`config.mk`:
```
export PLATFORM = sky130hd
export DESIGN_NAME = voice_activity_segmenter_core
export DESIGN_NICKNAME = d
export VERILOG_FILES = /design/src/hw/rtl/vas_pkg.sv /design/src/hw/rtl/voice_activity_segmenter_core.sv
export SDC_FILE = /design/constraint.sdc
export NUM_CORES = 1
export LEC_CHECK = 0
export ABC_AREA = 1
export BUFFER_PORTS_ARGS = -buffer_cell sky130_fd_sc_hd__buf_2
export CAP_MARGIN = 20
export CORE_MARGIN = 8
export CORE_UTILIZATION = 30
export DETAILED_ROUTE_END_ITERATION = 7
export REMOVE_ABC_BUFFERS = 1
export SYNTH_ARGS = -nofsm -noshare
export SYNTH_HDL_FRONTEND = slang
export SYNTH_SLANG_ARGS = --single-unit
```
`constraint.sdc`:
```
create_clock -name clk -period 16.22 [get_ports clk]
set_clock_uncertainty 0.2 [all_clocks]
set_input_delay 0.811 -clock clk [delete_from_list [all_inputs] [get_ports clk]]
set_output_delay 0.811 -clock clk [all_outputs]
set_load 0.02 [all_outputs]
```
`src/hw/rtl/vas_pkg.sv`:
```
// Package: widths, register map, reset values and frame class codes of the segmenter.
`timescale 1ns / 1ps
`default_nettype none

package vas_pkg;

	localparam int PROB_W  = 17;
	localparam int LEN_W   = 10;
	localparam int SAMP_W  = 24;
	localparam int CNT_W   = 40;
	localparam int CLASS_W = 2;

	localparam int APB_AW = 5;
	localparam int APB_DW = 32;

	// largest frame length taken as is; longer frames saturate
	localparam logic [LEN_W-1:0] MAX_FRAME = 10'd512;

	localparam logic [2:0] REG_START_THR   = 3'd0;
	localparam logic [2:0] REG_RELEASE     = 3'd1;
	localparam logic [2:0] REG_MIN_SILENCE = 3'd2;
	localparam logic [2:0] REG_PAD_LEFT    = 3'd3;
	localparam logic [2:0] REG_PAD_RIGHT   = 3'd4;

	localparam logic [PROB_W-1:0] START_THR_RST = 17'd32768;
	localparam logic [PROB_W-1:0] RELEASE_RST   = 17'd9830;
	localparam logic [SAMP_W-1:0] SAMP_RST      = 24'd0;

	localparam logic [CLASS_W-1:0] CLS_SILENCE  = 2'd0;
	localparam logic [CLASS_W-1:0] CLS_START    = 2'd1;
	localparam logic [CLASS_W-1:0] CLS_CONTINUE = 2'd2;
	localparam logic [CLASS_W-1:0] CLS_END      = 2'd3;

endpackage

`default_nettype wire

```
`src/hw/rtl/voice_activity_segmenter_core.sv`:
```
// Top level: hysteresis and hangover speech segmenter with APB register port.
//
// Usage: one item on the s_ channel is one audio frame (speech probability and
// frame length in samples). For every frame one item leaves on the m_ channel:
// the frame class in m_tuser and the start or end sample in m_tdata (zero for
// silence and continuing speech).
// Pipeline: the frame is captured in an input register and its result is
// registered in the output register, which holds it until m_tready is high.
// Throughput: one frame per cycle while m_tready stays high, set by the single pass
// through the 40-bit counter add and the boundary subtract and compares.
// Stall: while m_tready is low the result holds in the output register and
// one more frame may wait in the input register; s_tready then drops.
// Reset: arst_n clears the sample counter, speech state and silence mark and
// loads the register defaults (threshold 32768, beam 9830, others 0).
// Registers (byte address 4*i): start_threshold, release_beam,
// min_silence_samples, pad_left_samples, pad_right_samples. Write only while
// no frame is in flight.
`timescale 1ns / 1ps
`default_nettype none

module voice_activity_segmenter_core (
	input  wire logic                        clk,
	input  wire logic                        arst_n,
	// config
	input  wire logic                        psel,
	input  wire logic                        penable,
	input  wire logic                        pwrite,
	input  wire logic [vas_pkg::APB_AW-1:0]  paddr,
	input  wire logic [vas_pkg::APB_DW-1:0]  pwdata,
	output logic      [vas_pkg::APB_DW-1:0]  prdata,
	output logic                             pready,
	// frames in
	input  wire logic                        s_tvalid,
	output logic                             s_tready,
	input  wire logic [31:0]                 s_tdata,   // [16:0] speech_prob, [26:17] frame_len
	// results out
	output logic                             m_tvalid,
	input  wire logic                        m_tready,
	output logic      [39:0]                 m_tdata,   // [39:0] boundary_sample
	output logic      [1:0]                  m_tuser    // [1:0] frame_class
);

	localparam int PW = vas_pkg::PROB_W;
	localparam int LW = vas_pkg::LEN_W;
	localparam int SW = vas_pkg::SAMP_W;
	localparam int CW = vas_pkg::CNT_W;

	// config registers
	logic [PW-1:0] start_thr_q;
	logic [PW-1:0] release_q;
	logic [SW-1:0] min_sil_q;
	logic [SW-1:0] pad_left_q;
	logic [SW-1:0] pad_right_q;

	// segmenter state
	logic          in_speech_q;
	logic [CW-1:0] mark_q;
	logic [CW-1:0] count_q;

	// input stage
	logic          valid_s1;
	logic [PW-1:0] prob_s1;
	logic [LW-1:0] len_s1;

	// output stage
	logic                        valid_s2;
	logic [vas_pkg::CLASS_W-1:0] cls_s2;
	logic [CW-1:0]               bnd_s2;

	logic cfg_wr;
	logic advance;

	logic [LW-1:0]               len_sat;
	logic [CW-1:0]               cnt_new;
	logic [CW-1:0]               back;
	logic [CW-1:0]               start_b;
	logic [CW-1:0]               end_b;
	logic [CW-1:0]               mark_eff;
	logic [CW-1:0]               sil_len;
	logic                        hold;
	logic                        end_hit;
	logic [vas_pkg::CLASS_W-1:0] cls_d;
	logic [CW-1:0]               bnd_d;
	logic                        in_speech_d;
	logic [CW-1:0]               mark_d;

	assign pready = 1'b1;
	assign cfg_wr = psel && penable && pwrite && pready;

	always_ff @(posedge clk or negedge arst_n) begin
		if (!arst_n) begin
			start_thr_q <= vas_pkg::START_THR_RST;
			release_q   <= vas_pkg::RELEASE_RST;
			min_sil_q   <= vas_pkg::SAMP_RST;
			pad_left_q  <= vas_pkg::SAMP_RST;
			pad_right_q <= vas_pkg::SAMP_RST;
		end else if (cfg_wr) begin
			unique case (paddr[4:2])
				vas_pkg::REG_START_THR:   start_thr_q <= pwdata[PW-1:0];
				vas_pkg::REG_RELEASE:     release_q   <= pwdata[PW-1:0];
				vas_pkg::REG_MIN_SILENCE: min_sil_q   <= pwdata[SW-1:0];
				vas_pkg::REG_PAD_LEFT:    pad_left_q  <= pwdata[SW-1:0];
				vas_pkg::REG_PAD_RIGHT:   pad_right_q <= pwdata[SW-1:0];
				default: ;
			endcase
		end
	end

	always_comb begin
		unique case (paddr[4:2])
			vas_pkg::REG_START_THR:   prdata = {15'd0, start_thr_q};
			vas_pkg::REG_RELEASE:     prdata = {15'd0, release_q};
			vas_pkg::REG_MIN_SILENCE: prdata = {8'd0, min_sil_q};
			vas_pkg::REG_PAD_LEFT:    prdata = {8'd0, pad_left_q};
			vas_pkg::REG_PAD_RIGHT:   prdata = {8'd0, pad_right_q};
			default:                  prdata = '0;
		endcase
	end

	// handshake: input stage moves on when the output register is free or drains
	assign advance  = valid_s1 && (!valid_s2 || m_tready);
	assign s_tready = !valid_s1 || advance;

	always_ff @(posedge clk or negedge arst_n) begin
		if (!arst_n) begin
			valid_s1 <= 1'b0;
		end else if (s_tready) begin
			valid_s1 <= s_tvalid;
		end
	end

	always_ff @(posedge clk) begin
		if (s_tready && s_tvalid) begin
			prob_s1 <= s_tdata[PW-1:0];
			len_s1  <= s_tdata[PW+LW-1:PW];
		end
	end

	// per-frame decision
	always_comb begin
		len_sat  = (len_s1 > vas_pkg::MAX_FRAME) ? vas_pkg::MAX_FRAME : len_s1;
		cnt_new  = count_q + {{(CW-LW){1'b0}}, len_sat};
		back     = {{(CW-LW){1'b0}}, len_sat} + {{(CW-SW){1'b0}}, pad_left_q};
		start_b  = (cnt_new > back) ? (cnt_new - back) : '0;
		end_b    = cnt_new + {{(CW-SW){1'b0}}, pad_right_q};
		hold     = ({1'b0, prob_s1} + {1'b0, release_q}) >= {1'b0, start_thr_q};
		mark_eff = (mark_q == '0) ? cnt_new : mark_q;
		sil_len  = cnt_new - mark_eff;
		end_hit  = sil_len >= {{(CW-SW){1'b0}}, min_sil_q};

		cls_d       = vas_pkg::CLS_SILENCE;
		bnd_d       = '0;
		in_speech_d = in_speech_q;
		mark_d      = mark_q;
		priority if (!in_speech_q) begin
			if (prob_s1 >= start_thr_q) begin
				cls_d       = vas_pkg::CLS_START;
				bnd_d       = start_b;
				in_speech_d = 1'b1;
			end
		end else if (hold) begin
			cls_d  = vas_pkg::CLS_CONTINUE;
			mark_d = '0;
		end else if (end_hit) begin
			cls_d       = vas_pkg::CLS_END;
			bnd_d       = end_b;
			in_speech_d = 1'b0;
			mark_d      = '0;
		end else begin
			mark_d = mark_eff;
		end
	end

	always_ff @(posedge clk or negedge arst_n) begin
		if (!arst_n) begin
			in_speech_q <= 1'b0;
			mark_q      <= '0;
			count_q     <= '0;
		end else if (advance) begin
			in_speech_q <= in_speech_d;
			mark_q      <= mark_d;
			count_q     <= cnt_new;
		end
	end

	always_ff @(posedge clk or negedge arst_n) begin
		if (!arst_n) begin
			valid_s2 <= 1'b0;
		end else if (advance) begin
			valid_s2 <= 1'b1;
		end else if (m_tready) begin
			valid_s2 <= 1'b0;
		end
	end

	always_ff @(posedge clk) begin
		if (advance) begin
			cls_s2 <= cls_d;
			bnd_s2 <= bnd_d;
		end
	end

	assign m_tvalid = valid_s2;
	assign m_tdata  = bnd_s2;
	assign m_tuser  = cls_s2;

	// checks
	a_start_enters: assert property (@(posedge clk) disable iff (!arst_n)
		advance && cls_d == vas_pkg::CLS_START |=> in_speech_q)
		else $error("speech start did not enter speech");

	a_end_leaves: assert property (@(posedge clk) disable iff (!arst_n)
		advance && cls_d == vas_pkg::CLS_END |=> !in_speech_q && mark_q == '0)
		else $error("speech end left state behind");

	a_no_boundary: assert property (@(posedge clk) disable iff (!arst_n)
		m_tvalid && (m_tuser == vas_pkg::CLS_SILENCE || m_tuser == vas_pkg::CLS_CONTINUE)
		|-> m_tdata == '0)
		else $error("boundary reported without start or end");

	a_stall_blocks: assert property (@(posedge clk) disable iff (!arst_n)
		valid_s2 && !m_tready && valid_s1 |-> !s_tready && !advance)
		else $error("input taken while both stages are full");

endmodule

`default_nettype wire

```
# Word-level counts from Yosys, hierarchy flattened
# Index checks and enable logic that the tools add are counted.
op_classes:
  addsub: 6
  magnitude_cmp: 5
  n_eq_ne: 4
  muxes: 20
  reduce_logical: 17
op_table:
  columns: ["operator", "count"]
  rows:
  - ["two-way mux 40 bit", 8]
  - ["case mux 24 bit (5 select lines)", 1]
  - ["adder 40 x 10 -> 40 bit", 1]
  - ["adder 40 x 24 -> 40 bit", 1]
  - [">= comparator 40 x 24 -> 1 bit", 1]
  - ["greater-than comparator 40 x 25 -> 1 bit", 1]
  - ["zero test 40 bit", 1]
  - ["subtractor 40 x 25 -> 40 bit", 1]
  - ["subtractor 40 bit", 1]
  - ["adder 10 x 24 -> 25 bit", 1]
  - ["adder 17 x 17 -> 18 bit", 1]
  - [">= comparator 18 x 17 -> 1 bit", 1]
  - [">= comparator 17 bit", 1]
  - ["AND reduction 2 bit", 6]
  - ["greater-than comparator 10 bit, second input constant", 1]
  - ["two-way mux 10 bit", 1]
  - ["two-way mux 1 bit", 7]
  - ["== test 3 x 2 -> 1 bit, second input constant", 2]
  - ["two-way mux 2 bit", 3]
  - ["logical AND 1 bit", 4]
  - ["== test 3 x 1 -> 1 bit, second input constant", 1]
  - ["== test 3 bit, second input constant", 1]
  - ["zero test 3 bit", 1]
  - ["zero test 1 bit", 2]
  - ["other kinds (2)", 3]
word_totals:
  regBits: 258
  in_bits: 76
  output_inout_bits: 77
  elab_cells: 66

# Depth between registers and ports, before layout
depth:
  word_depth: 9
  depth_mapped: 47
  ltp_nobuf: 46

# Worst setup path before layout
# Ideal clock, no wire load.
synth_timing:
  path_kind: "register -> register"
  startpoint: "register len_s1[2]"
  endpoint: "register bnd_s2[25], in the netlist m_tdata[25] (data pin)"
  setup_time_ns: 0.256
  arrival_ns: 5.568
  required_ns: 15.764
  slack_ns: 10.196
  stages_incl_launch_ff: 41
  path_buffers: 1
  period_less_slack_ns: 6.024
  cell_sequence: "edfxtp_1 -> or2_1 -> nor2_1 -> nand2_1 -> nand2_4 -> inv_1 -> nor2_1 -> ha_1 -> inv_1 -> fa_1 -> inv_1 -> nand3_1 -> nand3_1 -> nand2_2 -> o21ai_0 -> xor2_1 -> a21oi_1 -> ha_1 -> [... 5 more ...] -> nor2_1 -> nor2_1 -> o21bai_1 -> xor2_1 -> ha_1 -> a21oi_1 -> o211ai_1 -> nor2_1 -> nand3_1 -> nor3_1 -> nand3b_1 -> nor2_2 -> nand2_1 -> nand2_1 -> nor2_2 -> buf_4 -> o21ai_0 -> nand2_1"
synth_via:
  elab_chain_len: 9
  word_cells_on_any_way: 15
  classes_between: "5 x add/sub; 3 x order compare; 7 x mux"
synth_rtl:
  columns: ["element", "line_no", "text"]
  rows:
  - ["from (decl)", "voice_activity_segmenter_core.sv:63", "logic [LW-1:0] len_s1;"]
  - ["from (signal assigned)", "voice_activity_segmenter_core.sv:135", "len_s1 <= s_tdata[PW+LW-1:PW];"]
  - ["greater-than comparator 10 bit", "voice_activity_segmenter_core.sv:141", "len_sat = (len_s1 > vas_pkg::MAX_FRAME) ? vas_pkg::MAX_FRAME : len_s1;"]
  - ["two-way mux 10 bit *", "voice_activity_segmenter_core.sv:141", null]
  - ["adder 40 x 10 -> 40 bit *", "voice_activity_segmenter_core.sv:142", "cnt_new = count_q + {{(CW-LW){1'b0}}, len_sat};"]
  - ["via cnt_new[8]", "voice_activity_segmenter_core.sv:74", "logic [CW-1:0] cnt_new;"]
  - ["two-way mux 40 bit", "voice_activity_segmenter_core.sv:147", "mark_eff = (mark_q == '0) ? cnt_new : mark_q;"]
  - ["subtractor 40 bit", "voice_activity_segmenter_core.sv:148", "sil_len = cnt_new - mark_eff;"]
  - [">= comparator 40 x 24 -> 1 bit", "voice_activity_segmenter_core.sv:149", "end_hit = sil_len >= {{(CW-SW){1'b0}}, min_sil_q};"]
  - ["two-way mux 40 bit", "voice_activity_segmenter_core.sv:164", "end else if (end_hit) begin"]
  - ["two-way mux 40 bit", "voice_activity_segmenter_core.sv:161", "end else if (hold) begin"]
  - ["two-way mux 40 bit *", "voice_activity_segmenter_core.sv:155", "priority if (!in_speech_q) begin"]
  - ["via bnd_d[25]", "voice_activity_segmenter_core.sv:83", "logic [CW-1:0] bnd_d;"]
  - ["to (signal assigned)", "voice_activity_segmenter_core.sv:199", "bnd_s2 <= bnd_d;"]
  - ["to (decl)", "voice_activity_segmenter_core.sv:68", "logic [CW-1:0] bnd_s2;"]
# Mark *: on every way through the listed nets, which the timed path passes. The rest lies on a longest branch.
# A chain may end at the register's enable or synchronous reset.

# Worst setup path in the final report
layout_timing:
  startpoint: "register len_s1[2]"
  endpoint: "register mark_q[39]"
layout_via:
  elab_chain_len: 8
layout_rtl:
  columns: ["element", "line_no", "text"]
  rows:
  - ["greater-than comparator 10 bit", "voice_activity_segmenter_core.sv:141", null]
  - ["two-way mux 10 bit *", "voice_activity_segmenter_core.sv:141", null]
  - ["adder 40 x 10 -> 40 bit *", "voice_activity_segmenter_core.sv:142", null]
  - ["via cnt_new[8]", "voice_activity_segmenter_core.sv:74", null]
  - ["two-way mux 40 bit", "voice_activity_segmenter_core.sv:147", null]
  - ["subtractor 40 bit *", "voice_activity_segmenter_core.sv:148", null]
  - [">= comparator 40 x 24 -> 1 bit *", "voice_activity_segmenter_core.sv:149", null]
  - ["two-way mux 40 bit *", "voice_activity_segmenter_core.sv:164", null]
  - ["two-way mux 40 bit *", "voice_activity_segmenter_core.sv:161", null]
  - ["to (signal assigned)", "voice_activity_segmenter_core.sv:181", "mark_q <= mark_d;"]
  - ["to (decl)", "voice_activity_segmenter_core.sv:57", "logic [CW-1:0] mark_q;"]
# Marked as above.

==> flow_summary.toml <==
[clock_tree]
cts_buffer_depth = 3
clock_sinks = 258
post_cts_buffers = 0
cts_inserted_buffers = 34
cts_tree = "yes"
cts-root-buf = "clkbuf_16"
clkSlewWorstSetupHoldPaths_ns = 0.06
ctsResizeCount = 0
htree_levels = 2
ctsHoldBuffers = 0
clk_latency_ns = 0.56

[detailed_routing]
wl_per_cell_um = 16.8
dr.pass1.iters = 5
ant_nets = 0
routed_wl_um = 65100
via_per_inst = 4.83
drc = 0
drtIter0Drc = 1072
vias = 18700

[floorplanning]
die_x_um = 282
fp.dieH_um = 282
die_area_um2 = 79400
rows = 97
coreArea_um2 = 70000
ioPinCount = 153
start_util_pct = 30.2

[synth]
ys_ff_latch = 258
yosysTopAreaCell = "dfrtp_1"
synthTopCellsByCount = "752 x nand2_1, 318 x inv_1, 216 x o21ai_0, 183 x a21oi_1, 181 x dfrtp_1"
synth-main-ff-cell = "dfrtp_1"
async_flop_share_pct = 73.3
ys_warn_count = 0
syn_area_per_cell_um2 = 7.60
seq_area_frac_synth_pct = 32.2
synth_area_leaders = "dfrtp_1 21%, nand2_1 13%, ha_1 10%"
synth_edf_count = 69
postSynthCellCount = 2789
synth_top_area_share_pct = 21.4
yosysUniqueCellTypes = 72
synth.most_common_cell = "nand2_1"
syn_area_um2 = 21200

[timing]
fin_tns_setup_ns = 0
setup_slack_ns = 8.25
slew_headroom_pct = 37.2
hold_viol = 0
tightest_slew_ns = 0.940
drv_slew = 0
post-route-min-period_ns = 7.97
rsz0062_at_grt = "no"
setup_violations = 0
fmax_mhz = 126
period_share_pct = 49.1

[global_route]
grt_pass1_wl_um = 103000
grt_pass1_vias = 18500
antenna_found_initial = 2
grt_max_degree = 83
groute.usage.overall_pct = 16.3
overflow = 0

[worst_setup_path]
crit_type = "register to register"
arrival_ns = 8.24
worstPathRequired_ns = 16.49
r2r_start = "len_s1[2]"
slowest_delay_ns = 0.52
startpoint = "len_s1[2]"
critPathSlowestCell = "nand3_2"
start_kind = "register"
worstPathMaxFanout = 26
crit_top_cell = "nor2_1"
cp-end-kind = "register"

[hold_path]
hold_path_class = "input pin to async pin"

[placed_design]
dpl_cell_area_um2 = 22800
place_worst_setup_slack_ns = 8.26
place_hpwl_um = 52600
io_buffer_count = 128
gp_congestion = 0.934

[finish]
nets = 3164
drive_gt1_share_pct = 13.1
final_area_um2 = 24000
area_growth_pct = 13.2

[power]
irDropWorstVdd_mv = 0.160
power.density_nw_per_um2 = 219
p_leak_nw = 11.6

[outcome]
outcome = "complete, no violations"

[run]
maxCapViolCount = 0
cell usage in the layout, fill, tap and decap left out, types with 8 or more instances in the layout:
cell type    n
buf_2      127
buf_4       18
xnor2_1     33
nor4_1      19
dfrtp_1    181
nand3_1     97
nor2_2      12
clkbuf_8     9
a221oi_1    11
a21o_1       9
nand2_1    751
nor2_1     162
a31oi_1     10
nor3_1      37
o21ai_0    216
o31ai_4     19
clkbuf_16   35
nand4_1     38
o21bai_1    13
xor2_1     111
inv_2       14
ha_1       177
inv_1      316
conb_1       9
nand3_2     53
edfxtp_1    69
clkinv_2     8
nand2_2     31
o21a_1      11
nand2_4     14
dfstp_2      8
o31ai_1     20
a21oi_1    183
through the flow:
step	hold slack (ns)	std cells	utilization, %	power [mW]
floorplan	0.252	2722	-	3.56
global placement	0.266	3808	32.5	4.45
detailed placement	0.271	3808	32.5	4.48
CTS	0.119	3869	34.2	5.29
global route	0.141	3870	34.2	5.81
finish	0.0988	3871	34.2	5.25
sequential cells by signal, indices dropped and copies added (netlist names), 2 cells and up:
name and cells:
count_q 40, len_s1 10, m_tdata 40, m_tuser 2
mark_q 40, min_sil_q 24, pad_left_q 24, pad_right_q 24
prob_s1 17, release_q 17, start_thr_q 17
power breakdown:
group          switching (mW)  total [mW]  internal [mW]
clock                   0.310       0.779          0.469
combinational            2.31        3.54           1.23
sequential              0.110       0.934          0.824
total                    2.73        5.25           2.53
worst paths after layout:
kind                                   end  slack, ns  cells after the start
max reg2reg                     mark_q[39]       8.25                     40
min                               m_tvalid        0.1                      1
max in group asynchronous  pad_right_q[16]      13.80                      3
min in group clk                prob_s1[1]       0.23                      1
max                             mark_q[39]       8.25                     40
min reg2reg                      mark_q[4]       0.28                      2
metal layers:
metal | vias to the layer above | share of wire, % | track usage (%)
met5 | - | 0 | 0
met4 | 0 | 2.9 | 4.67
met3 | 83 | 4.9 | 2.66
met2 | 371 | 46 | 27.0
met1 | 8676 | 47 | 21.8
li1 | 9570 | - | -
worst max-delay path, delay by kind of cell (launching register included):
family | cells | cell delay [ns]
AND/OR/NAND/NOR | 19 | 2.63
XOR/XNOR | 2 | 0.66
flip-flops | 1 | 0.46
AO/OA/AOI/OAI | 9 | 1.58
adder cells (fa/ha/maj) | 4 | 1.27
buffers and inverters | 6 | 1.03
layout make-up:
class / count / area (µm²)
sequential: 258 / 6810
antenna: 1 / 2.50
clock inverter: 13 / 169
fill: 7400 / 46100
clock buffer: 48 / 1000
multi-input combinational: 2131 / 12800
tap: 940 / 1180
timing repair buffer: 147 / 792
inverter: 333 / 1250
cell families (layout without fill, tap and decap cells):
kind of cell / after synthesis / in the layout / synth area share, %
flops: 258 / 258 / 32.2
compound gates: 543 / 543 / 15.9
xor+xnor: 146 / 146 / 6.16
other cells: 2 / 10 / 0.0355
fa+ha+maj: 183 / 183 / 11.0
simple gates: 1250 / 1250 / 26.9
buf+inv: 407 / 541 / 7.84
Power figures use the tool's default switching activity.
